### src/hw/rtl/wsmd5_pkg.sv
// Package for the whitespace skeleton MD5 digest core.
// Holds the byte codes, MD5 round tables and queue entry type.
// No dependencies.
`default_nettype none
package wsmd5_pkg;

    localparam logic [7:0] CH_SPACE = 8'h20;
    localparam logic [7:0] CH_TAB   = 8'h09;
    localparam logic [7:0] CH_LF    = 8'h0a;
    localparam logic [7:0] CH_CR    = 8'h0d;
    localparam logic [7:0] CH_PAD   = 8'h80;
    localparam logic [7:0] BLANKS_RESET = 8'd20;
    localparam logic [7:0] BREAKS_RESET = 8'd2;
    localparam logic       CFG_MIN_BLANKS = 1'b0;
    localparam logic       CFG_MIN_BREAKS = 1'b1;

    // Queue entry from the filter front to the hash back end.
    typedef struct packed {
        logic       fin;      // end of message marker
        logic       reject;   // message did not qualify (valid with fin)
        logic [7:0] data;     // kept byte (ignored with fin)
    } kept_t;

    function automatic logic [31:0] md_k(input logic [5:0] i);
        logic [31:0] k;
        unique case (i)
            6'd0: k=32'hd76aa478; 6'd1: k=32'he8c7b756; 6'd2: k=32'h242070db; 6'd3: k=32'hc1bdceee;
            6'd4: k=32'hf57c0faf; 6'd5: k=32'h4787c62a; 6'd6: k=32'ha8304613; 6'd7: k=32'hfd469501;
            6'd8: k=32'h698098d8; 6'd9: k=32'h8b44f7af; 6'd10: k=32'hffff5bb1; 6'd11: k=32'h895cd7be;
            6'd12: k=32'h6b901122; 6'd13: k=32'hfd987193; 6'd14: k=32'ha679438e; 6'd15: k=32'h49b40821;
            6'd16: k=32'hf61e2562; 6'd17: k=32'hc040b340; 6'd18: k=32'h265e5a51; 6'd19: k=32'he9b6c7aa;
            6'd20: k=32'hd62f105d; 6'd21: k=32'h02441453; 6'd22: k=32'hd8a1e681; 6'd23: k=32'he7d3fbc8;
            6'd24: k=32'h21e1cde6; 6'd25: k=32'hc33707d6; 6'd26: k=32'hf4d50d87; 6'd27: k=32'h455a14ed;
            6'd28: k=32'ha9e3e905; 6'd29: k=32'hfcefa3f8; 6'd30: k=32'h676f02d9; 6'd31: k=32'h8d2a4c8a;
            6'd32: k=32'hfffa3942; 6'd33: k=32'h8771f681; 6'd34: k=32'h6d9d6122; 6'd35: k=32'hfde5380c;
            6'd36: k=32'ha4beea44; 6'd37: k=32'h4bdecfa9; 6'd38: k=32'hf6bb4b60; 6'd39: k=32'hbebfbc70;
            6'd40: k=32'h289b7ec6; 6'd41: k=32'heaa127fa; 6'd42: k=32'hd4ef3085; 6'd43: k=32'h04881d05;
            6'd44: k=32'hd9d4d039; 6'd45: k=32'he6db99e5; 6'd46: k=32'h1fa27cf8; 6'd47: k=32'hc4ac5665;
            6'd48: k=32'hf4292244; 6'd49: k=32'h432aff97; 6'd50: k=32'hab9423a7; 6'd51: k=32'hfc93a039;
            6'd52: k=32'h655b59c3; 6'd53: k=32'h8f0ccc92; 6'd54: k=32'hffeff47d; 6'd55: k=32'h85845dd1;
            6'd56: k=32'h6fa87e4f; 6'd57: k=32'hfe2ce6e0; 6'd58: k=32'ha3014314; 6'd59: k=32'h4e0811a1;
            6'd60: k=32'hf7537e82; 6'd61: k=32'hbd3af235; 6'd62: k=32'h2ad7d2bb; 6'd63: k=32'heb86d391;
            default: k = 32'h0;
        endcase
        return k;
    endfunction

    function automatic logic [4:0] md_s(input logic [5:0] i);
        logic [4:0] s;
        unique case ({i[5:4], i[1:0]})
            4'd0: s=5'd7;  4'd1: s=5'd12; 4'd2: s=5'd17; 4'd3: s=5'd22;
            4'd4: s=5'd5;  4'd5: s=5'd9;  4'd6: s=5'd14; 4'd7: s=5'd20;
            4'd8: s=5'd4;  4'd9: s=5'd11; 4'd10: s=5'd16; 4'd11: s=5'd23;
            4'd12: s=5'd6; 4'd13: s=5'd10; 4'd14: s=5'd15; 4'd15: s=5'd21;
            default: s = 5'd0;
        endcase
        return s;
    endfunction

    function automatic logic [7:0] hex_ascii(input logic [3:0] n);
        return (n < 4'd10) ? (8'h30 + {4'h0, n}) : (8'h57 + {4'h0, n});
    endfunction

endpackage
`default_nettype wire

### src/hw/rtl/whitespace_skeleton_md5_digest_core.sv
// Whitespace skeleton MD5 digest core: filter front, 4-entry queue, MD5 back end.
// Throughput: one byte per cycle at the front while the queue has room and no flush runs;
// after each 64 kept bytes the back end loads and compresses the block and takes no bytes.
// At the end of a message the front flushes its held bytes and the end marker; the back end
// pads and compresses once or twice, then gives 32 characters, one per cycle while m_ready holds.
// Reset: synchronous active low aresetn clears all control state; thresholds go to 20 and 2.
`default_nettype none
module whitespace_skeleton_md5_digest_core (
    input  wire logic       aclk,
    input  wire logic       aresetn,
    input  wire logic       cfg_we,
    input  wire logic       cfg_index,
    input  wire logic [7:0] cfg_data,
    input  wire logic       s_valid,
    output logic            s_ready,
    input  wire logic [7:0] s_msg_byte,
    input  wire logic       s_msg_end,
    output logic            m_valid,
    input  wire logic       m_ready,
    output logic [7:0]      m_hex_char,
    output logic            m_status,
    output logic            m_run_end
);
    logic [7:0] min_blanks_reg, min_breaks_reg;
    logic fq_valid, fq_ready, qb_valid, qb_ready;
    wsmd5_pkg::kept_t fq_data, qb_data;

    // Hold the qualification thresholds; the user must write them only while idle, the block does not enforce it.
    always_ff @(posedge aclk) begin
        if (!aresetn) begin
            min_blanks_reg <= wsmd5_pkg::BLANKS_RESET;
            min_breaks_reg <= wsmd5_pkg::BREAKS_RESET;
        end else if (cfg_we) begin
            if (cfg_index == wsmd5_pkg::CFG_MIN_BLANKS) min_blanks_reg <= cfg_data;
            else min_breaks_reg <= cfg_data;
        end
    end

    // Front: drop visible bytes, squeeze whitespace, decide qualification.
    wsmd5_front u_front (
        .aclk, .aresetn,
        .min_blanks(min_blanks_reg), .min_line_breaks(min_breaks_reg),
        .in_valid(s_valid), .in_ready(s_ready), .in_byte(s_msg_byte), .in_end(s_msg_end),
        .q_valid(fq_valid), .q_ready(fq_ready), .q_data(fq_data)
    );

    // Queue decouples the front from the round engine.
    wsmd5_queue u_queue (
        .aclk, .aresetn,
        .wr_valid(fq_valid), .wr_ready(fq_ready), .wr_data(fq_data),
        .rd_valid(qb_valid), .rd_ready(qb_ready), .rd_data(qb_data)
    );

    // Back end: MD5 compression and hex transactions on the result channel.
    wsmd5_hash u_hash (
        .aclk, .aresetn,
        .q_valid(qb_valid), .q_ready(qb_ready), .q_data(qb_data),
        .out_valid(m_valid), .out_ready(m_ready), .out_char(m_hex_char),
        .out_status(m_status), .out_last(m_run_end)
    );
endmodule
`default_nettype wire

### src/hw/rtl/wsmd5_front.sv
// Filter front: classifies raw bytes, squeezes whitespace, counts blanks and CRs.
// Depends on wsmd5_pkg.
`default_nettype none
module wsmd5_front (
    input  wire logic              aclk,
    input  wire logic              aresetn,
    input  wire logic [7:0]        min_blanks,
    input  wire logic [7:0]        min_line_breaks,
    input  wire logic              in_valid,
    output logic                   in_ready,
    input  wire logic [7:0]        in_byte,
    input  wire logic              in_end,
    output logic                   q_valid,
    input  wire logic              q_ready,
    output wsmd5_pkg::kept_t       q_data
);
    // FSM: IDLE takes a byte; FLUSH_B/FLUSH_H drain the held bytes; FIN sends the marker.
    localparam logic [1:0] ST_IDLE = 2'd0, ST_FLB = 2'd1, ST_FLH = 2'd2, ST_FIN = 2'd3;

    logic [1:0] state_reg, state_next;
    logic [7:0] blank_reg, blank_next, cr_reg, cr_next;
    logic [1:0] run_reg, run_next;
    logic [7:0] held_reg, held_next, bef_reg, bef_next;
    logic       hv_reg, hv_next, bv_reg, bv_next, rej_reg, rej_next;

    logic [7:0] c, bl_tmp, cr_tmp;
    logic       is_ws, vis, fire;
    logic [7:0] h1, b1;
    logic       hv1, bv1, keep;

    assign c     = in_byte;
    assign fire  = in_valid && in_ready;
    assign is_ws = (c == wsmd5_pkg::CH_SPACE) || (c >= 8'h09 && c <= 8'h0d);
    assign vis   = (c >= 8'h21) && (c <= 8'h7e);

    always_comb begin
        state_next = state_reg;
        blank_next = blank_reg; cr_next = cr_reg; run_next = run_reg;
        held_next = held_reg; bef_next = bef_reg; hv_next = hv_reg; bv_next = bv_reg;
        rej_next = rej_reg;
        in_ready = 1'b0; q_valid = 1'b0;
        q_data = '{fin: 1'b0, reject: 1'b0, data: bef_reg};
        bl_tmp = blank_reg; cr_tmp = cr_reg;
        h1 = held_reg; b1 = bef_reg; hv1 = hv_reg; bv1 = bv_reg; keep = 1'b0;
        unique case (state_reg)
            ST_IDLE: begin
                // a byte can always advance unless it pushes a held byte to a full queue
                if (c == wsmd5_pkg::CH_SPACE || c == wsmd5_pkg::CH_TAB ||
                    c == wsmd5_pkg::CH_LF || c == wsmd5_pkg::CH_CR) begin
                    if (blank_reg != 8'hff) bl_tmp = blank_reg + 8'd1;
                    if (c == wsmd5_pkg::CH_CR && cr_reg != 8'hff) cr_tmp = cr_reg + 8'd1;
                end
                if (!vis) begin
                    if (c == wsmd5_pkg::CH_LF && hv_reg && held_reg == wsmd5_pkg::CH_CR &&
                        run_reg == 2'd1) begin
                        h1 = bef_reg; hv1 = bv_reg; b1 = 8'h00; bv1 = 1'b0;
                    end
                    if (is_ws) keep = !hv1 || run_reg == 2'd0 || h1 != c;
                    else       keep = 1'b1;
                end
                q_valid = in_valid && keep && bv1;
                q_data  = '{fin: 1'b0, reject: 1'b0, data: b1};
                in_ready = !(keep && bv1) || q_ready;
                if (fire) begin
                    blank_next = bl_tmp; cr_next = cr_tmp;
                    if (vis) run_next = 2'd0;
                    else if (is_ws) begin
                        if (keep) run_next = 2'd1;
                        else if (run_reg != 2'd2) run_next = run_reg + 2'd1;
                    end
                    if (keep) begin
                        bef_next = h1; bv_next = hv1; held_next = c; hv_next = 1'b1;
                    end else begin
                        bef_next = b1; bv_next = bv1; held_next = h1; hv_next = hv1;
                    end
                    if (in_end) begin
                        rej_next = !(bl_tmp >= min_blanks || cr_tmp >= min_line_breaks);
                        state_next = ST_FLB;
                    end
                end
            end
            ST_FLB: begin
                q_valid = bv_reg && !rej_reg;
                q_data  = '{fin: 1'b0, reject: 1'b0, data: bef_reg};
                if (!q_valid || q_ready) state_next = ST_FLH;
            end
            ST_FLH: begin
                q_valid = hv_reg && !rej_reg;
                q_data  = '{fin: 1'b0, reject: 1'b0, data: held_reg};
                if (!q_valid || q_ready) state_next = ST_FIN;
            end
            ST_FIN: begin
                q_valid = 1'b1;
                q_data  = '{fin: 1'b1, reject: rej_reg, data: 8'h00};
                if (q_ready) begin
                    state_next = ST_IDLE;
                    blank_next = '0; cr_next = '0; run_next = '0;
                    held_next = '0; bef_next = '0; hv_next = 1'b0; bv_next = 1'b0;
                end
            end
            default: state_next = ST_IDLE;
        endcase
    end

    always_ff @(posedge aclk) begin
        if (!aresetn) begin
            state_reg <= ST_IDLE;
            blank_reg <= '0; cr_reg <= '0; run_reg <= '0;
            held_reg <= '0; bef_reg <= '0; hv_reg <= 1'b0; bv_reg <= 1'b0; rej_reg <= 1'b0;
        end else begin
            state_reg <= state_next;
            blank_reg <= blank_next; cr_reg <= cr_next; run_reg <= run_next;
            held_reg <= held_next; bef_reg <= bef_next;
            hv_reg <= hv_next; bv_reg <= bv_next; rej_reg <= rej_next;
        end
    end
endmodule
`default_nettype wire

### src/hw/rtl/wsmd5_queue.sv
// Four-entry queue between the filter front and the hash back end.
// Depends on wsmd5_pkg.
`default_nettype none
module wsmd5_queue (
    input  wire logic              aclk,
    input  wire logic              aresetn,
    input  wire logic              wr_valid,
    output logic                   wr_ready,
    input  wire wsmd5_pkg::kept_t  wr_data,
    output logic                   rd_valid,
    input  wire logic              rd_ready,
    output wsmd5_pkg::kept_t       rd_data
);
    wsmd5_pkg::kept_t mem_reg [4];
    logic [1:0] wp_reg, rp_reg;
    logic [2:0] cnt_reg;
    logic       wr_fire, rd_fire;

    assign wr_ready = cnt_reg != 3'd4;
    assign rd_valid = cnt_reg != 3'd0;
    assign rd_data  = mem_reg[rp_reg];
    assign wr_fire  = wr_valid && wr_ready;
    assign rd_fire  = rd_valid && rd_ready;

    always_ff @(posedge aclk) begin
        if (wr_fire) mem_reg[wp_reg] <= wr_data;
    end

    always_ff @(posedge aclk) begin
        if (!aresetn) begin
            wp_reg <= '0; rp_reg <= '0; cnt_reg <= '0;
        end else begin
            if (wr_fire) wp_reg <= wp_reg + 2'd1;
            if (rd_fire) rp_reg <= rp_reg + 2'd1;
            cnt_reg <= cnt_reg + {2'b0, wr_fire} - {2'b0, rd_fire};
        end
    end
endmodule
`default_nettype wire

### src/hw/rtl/wsmd5_hash.sv
// Hash back end: block buffer, MD5 rounds one per cycle, padding, hex output.
// Depends on wsmd5_pkg.
`default_nettype none
module wsmd5_hash (
    input  wire logic              aclk,
    input  wire logic              aresetn,
    input  wire logic              q_valid,
    output logic                   q_ready,
    input  wire wsmd5_pkg::kept_t  q_data,
    output logic                   out_valid,
    input  wire logic              out_ready,
    output logic [7:0]             out_char,
    output logic                   out_status,
    output logic                   out_last
);
    localparam logic [2:0] ST_FILL = 3'd0, ST_LOAD = 3'd1, ST_ROUND = 3'd2,
                           ST_PAD = 3'd3, ST_OUT = 3'd4, ST_REJ = 3'd5;

    logic [2:0]  state_reg;
    logic        padding_reg, lenph_reg;   // in tail padding; length bytes phase
    logic [31:0] h_reg [4];
    logic [31:0] a_reg, b_reg, c_reg, d_reg;
    logic [5:0]  rnd_reg;
    logic [63:0] total_reg, bits_reg;
    logic [4:0]  oidx_reg;
    logic [31:0] word_mem [16];
    logic [31:0] w_rd_reg;
    logic [3:0]  g_now, g_next;
    logic [31:0] f, t, rot, newb;
    logic [4:0]  sh;
    logic [7:0]  wbyte;
    logic        wen, q_fire;
    logic [5:0]  pos;
    logic [7:0]  dbyte;
    logic [31:0] dword;

    function automatic logic [3:0] gidx(input logic [5:0] i);
        logic [3:0] g;
        unique case (i[5:4])
            2'd0: g = i[3:0];
            2'd1: g = 4'(5 * i[3:0] + 1);
            2'd2: g = 4'(3 * i[3:0] + 5);
            2'd3: g = 4'(7 * i[3:0]);
            default: g = 4'd0;
        endcase
        return g;
    endfunction

    assign pos    = total_reg[5:0];
    assign g_now  = gidx(rnd_reg);
    assign g_next = gidx(rnd_reg + 6'd1);
    assign q_fire = q_valid && q_ready;

    always_comb begin
        unique case (rnd_reg[5:4])
            2'd0: f = (b_reg & c_reg) | (~b_reg & d_reg);
            2'd1: f = (d_reg & b_reg) | (~d_reg & c_reg);
            2'd2: f = b_reg ^ c_reg ^ d_reg;
            2'd3: f = c_reg ^ (b_reg | ~d_reg);
            default: f = '0;
        endcase
        t    = f + a_reg + wsmd5_pkg::md_k(rnd_reg) + w_rd_reg;
        sh   = wsmd5_pkg::md_s(rnd_reg);
        rot  = (t << sh) | (t >> (6'd32 - {1'b0, sh}));
        newb = b_reg + rot;
    end

    assign q_ready = (state_reg == ST_FILL);

    // Byte to store this cycle: a kept byte, or padding / length bytes.
    always_comb begin
        wen = 1'b0; wbyte = 8'h00;
        if (state_reg == ST_FILL && q_fire && !q_data.fin) begin
            wen = 1'b1; wbyte = q_data.data;
        end else if (state_reg == ST_PAD) begin
            wen = 1'b1;
            if (lenph_reg) wbyte = bits_reg[8*pos[2:0] +: 8];
            else if (!padding_reg) wbyte = wsmd5_pkg::CH_PAD;
            else wbyte = 8'h00;
        end
    end

    assign dword = h_reg[oidx_reg[4:3]];
    assign dbyte = dword[8*oidx_reg[2:1] +: 8];
    assign out_valid  = (state_reg == ST_OUT) || (state_reg == ST_REJ);
    assign out_char   = (state_reg == ST_REJ) ? 8'h00 :
                        wsmd5_pkg::hex_ascii(oidx_reg[0] ? dbyte[3:0] : dbyte[7:4]);
    assign out_status = (state_reg == ST_REJ);
    assign out_last   = (state_reg == ST_REJ) || (oidx_reg == 5'd31);

    always_ff @(posedge aclk) begin
        if (wen) word_mem[pos[5:2]][8*pos[1:0] +: 8] <= wbyte;
        if (state_reg == ST_LOAD) w_rd_reg <= word_mem[g_now];
        else w_rd_reg <= word_mem[g_next];
    end

    always_ff @(posedge aclk) begin
        if (!aresetn) begin
            state_reg <= ST_FILL;
            padding_reg <= 1'b0; lenph_reg <= 1'b0;
            total_reg <= '0; bits_reg <= '0; rnd_reg <= '0; oidx_reg <= '0;
            h_reg[0] <= 32'h67452301; h_reg[1] <= 32'hefcdab89;
            h_reg[2] <= 32'h98badcfe; h_reg[3] <= 32'h10325476;
        end else begin
            unique case (state_reg)
                ST_FILL: begin
                    if (q_fire) begin
                        if (q_data.fin) begin
                            if (q_data.reject) state_reg <= ST_REJ;
                            else begin
                                bits_reg <= {total_reg[60:0], 3'b000};
                                state_reg <= ST_PAD;
                            end
                        end else begin
                            total_reg <= total_reg + 64'd1;
                            if (pos == 6'd63) state_reg <= ST_LOAD;
                        end
                    end
                end
                ST_PAD: begin
                    total_reg <= total_reg + 64'd1;
                    padding_reg <= 1'b1;
                    if (pos == 6'd55 && !lenph_reg) lenph_reg <= 1'b1;
                    if (pos == 6'd63) state_reg <= ST_LOAD;
                end
                ST_LOAD: begin
                    a_reg <= h_reg[0]; b_reg <= h_reg[1];
                    c_reg <= h_reg[2]; d_reg <= h_reg[3];
                    rnd_reg <= '0;
                    state_reg <= ST_ROUND;
                end
                ST_ROUND: begin
                    a_reg <= d_reg; d_reg <= c_reg; c_reg <= b_reg; b_reg <= newb;
                    rnd_reg <= rnd_reg + 6'd1;
                    if (rnd_reg == 6'd63) begin
                        h_reg[0] <= h_reg[0] + d_reg; h_reg[1] <= h_reg[1] + newb;
                        h_reg[2] <= h_reg[2] + b_reg; h_reg[3] <= h_reg[3] + c_reg;
                        if (lenph_reg) begin
                            state_reg <= ST_OUT; oidx_reg <= '0;
                        end else if (padding_reg) state_reg <= ST_PAD;
                        else state_reg <= ST_FILL;
                    end
                end
                ST_OUT: begin
                    if (out_ready) begin
                        oidx_reg <= oidx_reg + 5'd1;
                        if (oidx_reg == 5'd31) begin
                            state_reg <= ST_FILL;
                            padding_reg <= 1'b0; lenph_reg <= 1'b0; total_reg <= '0;
                            h_reg[0] <= 32'h67452301; h_reg[1] <= 32'hefcdab89;
                            h_reg[2] <= 32'h98badcfe; h_reg[3] <= 32'h10325476;
                        end
                    end
                end
                ST_REJ: begin
                    if (out_ready) begin
                        state_reg <= ST_FILL;
                        total_reg <= '0;
                        h_reg[0] <= 32'h67452301; h_reg[1] <= 32'hefcdab89;
                        h_reg[2] <= 32'h98badcfe; h_reg[3] <= 32'h10325476;
                    end
                end
                default: state_reg <= ST_FILL;
            endcase
        end
    end
endmodule
`default_nettype wire

### config.mk
export PLATFORM = sky130hd
export DESIGN_NAME = whitespace_skeleton_md5_digest_core
export DESIGN_NICKNAME = d
export VERILOG_FILES = /design/src/hw/rtl/wsmd5_pkg.sv /design/src/hw/rtl/whitespace_skeleton_md5_digest_core.sv /design/src/hw/rtl/wsmd5_front.sv /design/src/hw/rtl/wsmd5_queue.sv /design/src/hw/rtl/wsmd5_hash.sv
export SDC_FILE = /design/constraint.sdc
export NUM_CORES = 2
export LEC_CHECK = 0
export BUFFER_PORTS_ARGS = -buffer_cell sky130_fd_sc_hd__buf_2
export CORE_MARGIN = 2
export CORE_UTILIZATION = 29
export CTS_BUF_LIST = sky130_fd_sc_hd__clkbuf_2 sky130_fd_sc_hd__clkbuf_4 sky130_fd_sc_hd__clkbuf_8
export DETAILED_ROUTE_END_ITERATION = 8
export GPL_TIMING_DRIVEN = 0
export PLACE_DENSITY = 0.46
export SLEW_MARGIN = 40
export SYNTH_ARGS = -nofsm -noshare
export SYNTH_HDL_FRONTEND = slang
export SYNTH_SLANG_ARGS = --single-unit
### constraint.sdc
create_clock -name aclk -period 28.8 [get_ports aclk]
set_input_delay 7.2 -clock aclk [delete_from_list [all_inputs] [get_ports aclk]]
set_output_delay 7.2 -clock aclk [all_outputs]
set_load 0.005 [all_outputs]
==> reports/metrics.csv <==
metric,value,unit
synth_most_common_cell,nand2_1,
setup_viol,0,
stdcell_area,0.07725,mm²
start_util,0.2924,
clk_pin_slew,60,ps
ys.flop_type,edfxtp_1,
synthesis.area,0.06811,mm²
r2r_slack,13570,ps
synth-seq-cells,1081,
fp.dieW,488.6,µm
grt_pass1_wl,390000,µm
clockBufferDepth,3,
syn-num-nets,7077,
cts_hold_buf,0,
cts_resized,0,
path_class,in2out,
root_buffer,clkbuf_8,
status,"finished, final reports clean",
fmax,0.05734,GHz
ios,35,
path_buf_inv,3,
place_congestion,0.9794,
placed_area,0.07292,mm²
hp-class,reg2reg,
dieHeight,488.6,µm
largest_register_ffs,512,
core_area,0.2330,mm²
layout-drive-gt1-share,0.1522,
slowest_stage,a2111oi_0,
antenna_found_initial,30,
crit_chain,"buf_2, nor3b_1, and4_1, buf_2, a21boi_1, or3_1, a2111oi_0, a31oi_1, nand4_1, and2_1, buf_2",
worstSkewPairLatency,1000,ps
reg2reg_depth,48,
drt-vias-per-instance,5.500,
grt_max_degree,20,
fin_ws,11360,ps
area_delta_synth_final,13.41,%
cp_data_arrival_time,10240,ps
rr_endpoint,u_hash.h_reg[1][31],
synth_seq_area_share,0.4177,
dr.pass1.iters,6,
path_delay_family,simple AND/OR/NAND/NOR gates,
crit_path_start,s_msg_byte[1],
finClkSkew,107.3,ps
remaining_drc_errors,0,
synth_top_cell_area_share,0.2998,
cts_tree,done,
drv_slew,0,
path_common_cell,buf_2,
die-area,0.2388,mm²
num_vias,56350,
synth-edff-count,680,
period_minus_slack,17440,ps
grt_pass1_vias,54350,
core.rowCount,177,
rsz0062_at_grt,no,
path_max_fanout,10,
reg2reg_from,u_hash.rnd_reg[4],
synthArstFlopShare,0,
cts-buffers-inserted,197,
cts_max_level,4,
syn_area_per_cell,10.18,µm²
drtIter0Drc,6218,
fillers,23900,
cp-start-kind,primary input,
cap_violations,0,
port_buffers,32,
ys_top_cells_by_area,"edfxtp_1, dfxtp_1, mux4_2, nand2_1, ha_1",
netlist_instances,6692,
nets,7329,
cts_sinks,1081,
tns,0,ps
synth_top_area_cell,edfxtp_1,
yosysWarnings,0,
relSlewSlack,0.3038,
grt_usage,0.2240,
cp.required,21600,ps
postCtsSetupRepairBufs,0,
worstMarginPinSlew,1033,ps
netlist_top_cells_count,"nand2_1, edfxtp_1, nor2_1, dfxtp_1, a21oi_1",
dp.final_hpwl,207100,µm
ff_latch_area,0.02845,mm²
min_period_over_period,0.6055,
synthDistinctLibCells,100,
overflow,0,
critical_path.endpoint,s_ready,
preCtsSetupSlack,11390,ps
crit_cells,11,
multi_input_comb_area,0.03751,mm²
ant_nets,0,
cp-end-kind,output pin,
wl_per_cell,26.71,µm
critPathMaxStageDelay,630,ps
hold_viol,0,
drt-total-wl,273600,µm
## area by class of cell
class / count / area share
repair buffers: 53 / 0.005426
multi-input cells: 4927 / 0.4856
flip-flops and latches: 1081 / 0.3683
clock inverters: 78 / 0.009686
clock buffers: 285 / 0.04503
diodes: 6 / 0.0001944
inverters: 287 / 0.01395
well taps: 3132 / 0.05073
plain buffers: 397 / 0.02115
## through the flow
| stage | utilization | std cells | hold slack, ps |
|---|---|---|---|
| 2_1_floorplan | - | 6692 | 433.0 |
| 3_3_place_gp | 0.3099 | 9856 | 440.1 |
| 3_5_place_dp | 0.3130 | 9876 | 457.7 |
| 4_1_cts | 0.3311 | 10240 | 466.1 |
| 5_1_grt | 0.3315 | 10240 | 484.3 |
| 6_report | 0.3316 | 10250 | 463.7 |
## worst min-delay path by stage
stage | start | end | slack [ps] | cells past startpoint
6_report | u_hash.bits_reg[45] | u_hash.bits_reg[45] | 460 | 2
5_1_grt | u_hash.bits_reg[46] | u_hash.bits_reg[46] | 480 | 2
4_1_cts | u_hash.bits_reg[46] | u_hash.bits_reg[46] | 470 | 2
3_5_place_dp | u_hash.bits_reg[48] | u_hash.bits_reg[48] | 460 | 2
3_3_place_gp | u_hash.padding_reg | u_hash.padding_reg | 440 | 1
2_1_floorplan | u_hash.padding_reg | u_hash.padding_reg | 430 | 1
## worst min-delay path: cells and delay by family (launching register included)
family             cells  cell delay, ps
DFF                    1             310
AOI/OAI and AO/OA      1              60
and+or+nand+nor        1              50
## cell usage in the layout, fill, tap and decap left out, types with 82 or more instances in the layout
| cell | netlist | routed |
|---|---|---|
| nand2_1 | 1010 | 1010 |
| edfxtp_1 | 680 | 680 |
| nor2_1 | 569 | 469 |
| dfxtp_1 | 401 | 401 |
| a21oi_1 | 381 | 373 |
| o21ai_0 | 342 | 337 |
| mux4_2 | 329 | 329 |
| ha_1 | 290 | 290 |
| inv_1 | 278 | 278 |
| clkbuf_1 | 296 | 245 |
| clkbuf_8 | 0 | 214 |
| xnor2_1 | 184 | 180 |
| mux2i_1 | 173 | 173 |
| nand3_1 | 156 | 155 |
| xor2_1 | 107 | 107 |
| mux2_2 | 95 | 95 |
| nor2_2 | 0 | 93 |
| a21boi_0 | 92 | 92 |
| o211ai_1 | 86 | 86 |
| a22oi_1 | 83 | 83 |
| buf_2 | 5 | 82 |
## metal layers
metal	global-route usage	share of wire	vias to the layer above	wire length (µm)
li1	-	-	25230	-
met1	0.2950	0.42	28210	115700
met2	0.3628	0.46	2381	126200
met3	0.04358	0.076	530	20680
met4	0.08400	0.040	2	10960
met5	0	0.000040	-	11
## logic make-up after synthesis
family	synth area share
AND/OR/NAND/NOR	0.1366
AO/OA/AOI/OAI	0.1454
flip-flops	0.4177
XOR/XNOR	0.03775
other	0.00005506
buffers and inverters	0.03817
adder cells (fa/ha/maj)	0.07443
multiplexers	0.1499
Power is left out: the tool's default activity adds up to more than one toggle a clock period on the data nets, which glitch-free logic cannot reach.
